### src/rtl/core/trie_distinct_word_counter_core_macros.svh
// ----------------------------------------------------------------------------
// Assertion macros for the trie distinct word counter
// Shared property wrappers, clocked on clk and disabled while in reset.
// ----------------------------------------------------------------------------
`ifndef TRIE_DISTINCT_WORD_COUNTER_CORE_MACROS_SVH
`define TRIE_DISTINCT_WORD_COUNTER_CORE_MACROS_SVH

// Same-cycle implication.
`define TDWC_ASSERT_NOW(label, ante, cons, msg) \
    label: assert property (@(posedge clk) disable iff (!rst_n) (ante) |-> (cons)) \
        else $error(msg);

// Next-cycle implication.
`define TDWC_ASSERT_NEXT(label, ante, cons, msg) \
    label: assert property (@(posedge clk) disable iff (!rst_n) (ante) |=> (cons)) \
        else $error(msg);

`endif

### src/rtl/core/tdwc_pkg.sv
// ----------------------------------------------------------------------------
// tdwc_pkg
// Sizes, codes and row helpers for the trie distinct word counter.
// ----------------------------------------------------------------------------
package tdwc_pkg;

    localparam int NODE_COUNT    = 4096;
    localparam int ALPHABET_SIZE = 26;

    localparam int NODE_W   = $clog2(NODE_COUNT);
    localparam int LETTER_W = 5;
    localparam int TAG_W    = 16;
    localparam int COUNT_W  = 16;
    localparam int ROW_W    = ALPHABET_SIZE * NODE_W;

    localparam logic [LETTER_W-1:0] LETTER_LIMIT = LETTER_W'(ALPHABET_SIZE);
    localparam logic [NODE_W-1:0]   NODE_LAST    = NODE_W'(NODE_COUNT - 1);
    localparam logic [COUNT_W-1:0]  COUNT_MAX    = '1;

    localparam logic CMD_INSERT = 1'b0;
    localparam logic CMD_QUERY  = 1'b1;

    typedef logic [ROW_W-1:0] link_row_t;

    typedef struct packed {
        logic [TAG_W-1:0]   tag;
        logic [COUNT_W-1:0] count;
    } node_word_t;

    // Pick the child link of one letter out of a node's link row.
    function automatic logic [NODE_W-1:0] get_link(input link_row_t row,
                                                   input logic [LETTER_W-1:0] ltr);
        logic [NODE_W-1:0] res;
        res = '0;
        for (int i = 0; i < ALPHABET_SIZE; i++) begin
            if (ltr == LETTER_W'(i)) begin
                res = row[i*NODE_W +: NODE_W];
            end
        end
        return res;
    endfunction

    // Replace the child link of one letter in a node's link row.
    function automatic link_row_t set_link(input link_row_t row,
                                           input logic [LETTER_W-1:0] ltr,
                                           input logic [NODE_W-1:0] child);
        link_row_t res;
        res = row;
        for (int i = 0; i < ALPHABET_SIZE; i++) begin
            if (ltr == LETTER_W'(i)) begin
                res[i*NODE_W +: NODE_W] = child;
            end
        end
        return res;
    endfunction

endpackage

### src/rtl/core/tdwc_node_upd.sv
// ----------------------------------------------------------------------------
// tdwc_node_upd
// Tag compare and saturating count update for one trie node.
// ----------------------------------------------------------------------------
module tdwc_node_upd
(
    input  logic [tdwc_pkg::TAG_W-1:0] word_tag,
    input  tdwc_pkg::node_word_t       stored,
    output tdwc_pkg::node_word_t       updated
);

    logic new_word;
    logic at_max;

    // Count a word only once per node: bump when the tag changes.
    assign new_word = (stored.tag != word_tag);
    assign at_max   = (stored.count == tdwc_pkg::COUNT_MAX);

    always_comb
    begin
        updated.tag   = word_tag;
        updated.count = stored.count;
        if (new_word && !at_max)
        begin
            updated.count = stored.count + 1'b1;
        end
    end

endmodule

### config.mk
export PLATFORM = sky130hd
export DESIGN_NAME = tdwc_node_upd
export DESIGN_NICKNAME = d
export VERILOG_FILES = /design/src/rtl/core/trie_distinct_word_counter_core_macros.svh /design/src/rtl/core/tdwc_pkg.sv /design/src/rtl/core/tdwc_node_upd.sv
export SDC_FILE = /design/constraint.sdc
export NUM_CORES = 1
export LEC_CHECK = 0
export CAP_MARGIN = 20
export CORE_ASPECT_RATIO = 1.5
export CORE_MARGIN = 2
export CORE_UTILIZATION = 30
export DETAILED_ROUTE_END_ITERATION = 8
export DONT_BUFFER_PORTS = 1
export PLACE_DENSITY = 0.5
export SLEW_MARGIN = 40
export SYNTH_ARGS = -nofsm -noshare
export SYNTH_HDL_FRONTEND = slang
export SYNTH_SLANG_ARGS = --single-unit
### constraint.sdc
create_clock -name vclk -period 1.1
set_input_delay 0 -clock vclk [all_inputs]
set_output_delay 0 -clock vclk [all_outputs]
set_load 0.05 [all_outputs]
# --- After elaboration in Yosys (flattened, before gate mapping) ---
# Cells that the tools add are included.
op_classes:
  add_sub_neg: 1
  eq_ne: 2
  n_mux: 1
  n_reduce_logical: 2
op_table:
  columns: ["op", "count"]
  rows:
  - ["16-bit by 1-bit adder with 16-bit output, second input constant", 1]
  - ["16-bit == test, second input constant", 1]
  - ["16-bit 2-to-1 mux", 1]
  - ["16-bit != test", 1]
  - ["1-bit logical AND", 1]
  - ["1-bit logical NOT", 1]
totals:
  regBits: 0
  output_inout_bits: 32
  wordCells: 6

# --- Depth between registers and ports, before layout ---
depth:
  ltp_word: 4
  depth_mapped: 6

# --- Worst setup path before layout ---
# Ideal clock, no wire load.
synth_timing:
  path_type: "input to output"
  from: "input word_tag[10] (netlist bit)"
  to: "output updated[7] (netlist bit)"
  arrival_time_ns: 1.758
  t_required_ns: 1.100
  setup_slack_ns: -0.658
  stages: 6
  path_buffers: 1
  path_cell_list: "xnor2_1 nand4_1 nor4_4 buf_6 nor4_2 xor2_1"
synth_lines:
  columns: ["element", "line_no", "source"]
  rows:
  - ["start, declared", "tdwc_node_upd.sv:7", "input logic [tdwc_pkg::TAG_W-1:0] word_tag,"]
  - ["end, declared", "tdwc_node_upd.sv:9", "output tdwc_pkg::node_word_t updated"]

==> metrics <==
met1 WL 546 um; Die Height 65.1 um; ANT cells 0; gr usage total 0.135; # Max-Cap Violations 0; achievable frequency 736 MHz; placed insts 128; outcome finished with violations; fin worst setup slack -259 ps; Avg Cell Area, Syn 8.29 sq um; placer's final routability congestion estimate a little over 0.7; ranking of synthesized cells by area xnor2_1 19%, xor2_1 18%, buf_4 16%, nor3_2 6.7%, nor4_2 5.0%; fill cell count around 190; initial antenna violation count 0; Final #Nets ~160; clk_buf instances 0; Critical Path Sink Type output pin; Overflow after GRT 0; cell taking the most area after synthesis xnor2_1; power per cell area 328 nW/um^2; Wirelength per Cell 14.9 um; Final Critical Period 1360 ps; HPWL Detailed 1.75 mm; RSZ-0062 raised after global routing true; num sequential 0; met3 WL 197 um; pin count of the biggest net entering global routing 7; Synth-to-Final Area Change 106%; input/output buffers 0; hold_buf cts 0; failing checks setup timing; CP Class in -> out; Synthesis Warnings 0; total number of vias between 600 and 700; Worst Setup Start Kind input pin; Hold Fails Final Rpt 0; DR pass1 iterations 3; ratio of cells with drive above 1 in the final layout 0.755; worst-path fanout max 5; Detail Route Antenna Nets 0; first-pass GRT wire length between 3 and 4 mm; Worst Setup EP updated[13]; Synth cell types 23; Core Rows 22; class of the worst hold path in -> out; Synth top area share 0.188; post-synth net total 139; I/O Pins 80; CP Launch Point stored[2]; synth cell count leaders 16 x buf_4, 16 x xnor2_1, 15 x xor2_1, 6 x nand2_1, 6 x nand3_1; Iteration-0 DRC Markers 6; vias in the first global route 720; full die area 2910 sq um; core area 2390 sq um; Fin Setup TNS -2770 ps; Slew Viols, Final 0; Seq/Total Area, Yosys 0; post-DR vias/cell around 5.4; final core occ 0.643; leakage 0.550 nW; worst-margin pin slew 339 ps; Met2 Wirelength between 1 and 1.5 mm; Top Metal Used met3; Post-Place Worst Slack -290 ps; Critical Path RT approximately 1100 ps; Die X roughly 45 um; DRC viols 0; Peak supply drop 210 uV; storage element area 0 sq um; initial core utilization 0.311; Final period util 1.24; Synth Instances 90; Worst slew margin 0.772; final number of setup-violating endpoints 16; final wirelength slightly below 2 mm; synthesized area 746 sq um; crit path DAT 1360 ps; final non-filler cell total 130; multi-input logic area around 1000 sq um
==> worst min-delay path by stage <==
stage | start | end | slack (ps) | depth (start not counted)
after floorplan | stored[5] | updated[5] | 120 | 1
after global placement | word_tag[0] | updated[16] | 0.4 | 0
after detailed placement | word_tag[0] | updated[16] | 0.4 | 0
final | word_tag[2] | updated[18] | 0.02 | 0
after CTS | word_tag[0] | updated[16] | 0.4 | 0
after global routing | word_tag[8] | updated[24] | 0.05 | 0
==> what timing repair did <==
| action | in CTS | in global routing |
|---|---|---|
| gates cloned | 0 | 0 |
| resized for setup | 15 | 12 |
| buffers inserted | 4 | 2 |
| pin swaps | 13 | 14 |
| setup endpoints to repair | 16 | 16 |
==> through the flow <==
step | hold slack (ps) | power [mW] | area (sq um)
2_1_floorplan | 115 | 0.456 | 1040
3_3_place_gp | 0.360 | 0.478 | 1370
3_5_place_dp | 0.357 | 0.482 | 1370
4_1_cts | 0.357 | 0.497 | 1460
5_1_grt | 0.0523 | 0.527 | 1540
6_report | 0.0227 | 0.504 | 1540
==> cells in the final DEF, fill, tap and decap left out, types with 2 or more instances in the layout <==
| master | instances |
|---|---|
| xnor2_1 | 8 |
| nor4b_4 | 2 |
| buf_6 | 5 |
| xor2_2 | 4 |
| xnor2_2 | 7 |
| nor4_4 | 4 |
| buf_12 | 16 |
| nand4_1 | 5 |
| nor2_4 | 2 |
| buf_4 | 12 |
| nand2_1 | 6 |
| nand3_1 | 5 |
| xor2_4 | 11 |
| nor3_4 | 4 |
==> area by class of cell <==
class / instances / area share
multi-input combinational: 73 / 0.677
tap: 24 / 0.0195
timing repair buffer: 33 / 0.303
==> where the power goes <==
group / switching, mW / internal [mW]
Clock: 0 / 0
Combinational: 0.234 / 0.270
Sequential: 0 / 0
==> cells by family after synthesis <==
logic type                 after synthesis  synth area share
and+or+nand+nor                         39             0.411
xor gates and xnor gates                31             0.364
buffers and inverters                   17             0.176
AOI/OAI and AO/OA                        1            0.0117
muxes                                    1            0.0201
adders and majority gates                1            0.0168
==> worst max-delay path, stage by stage <==
cell     delay (ps)
and4_4          250
nand4_1         120
a31o_4          260
nor4b_4         350
xor2_2          220
buf_12          160
==> per-layer routing <==
metal,vias to the layer above,track usage
met5,-,0
met4,0,0.00379
met3,0,0.0223
met2,37,0.274
met1,332,0.142
li1,328,-
(Power assumes the default switching activity.)
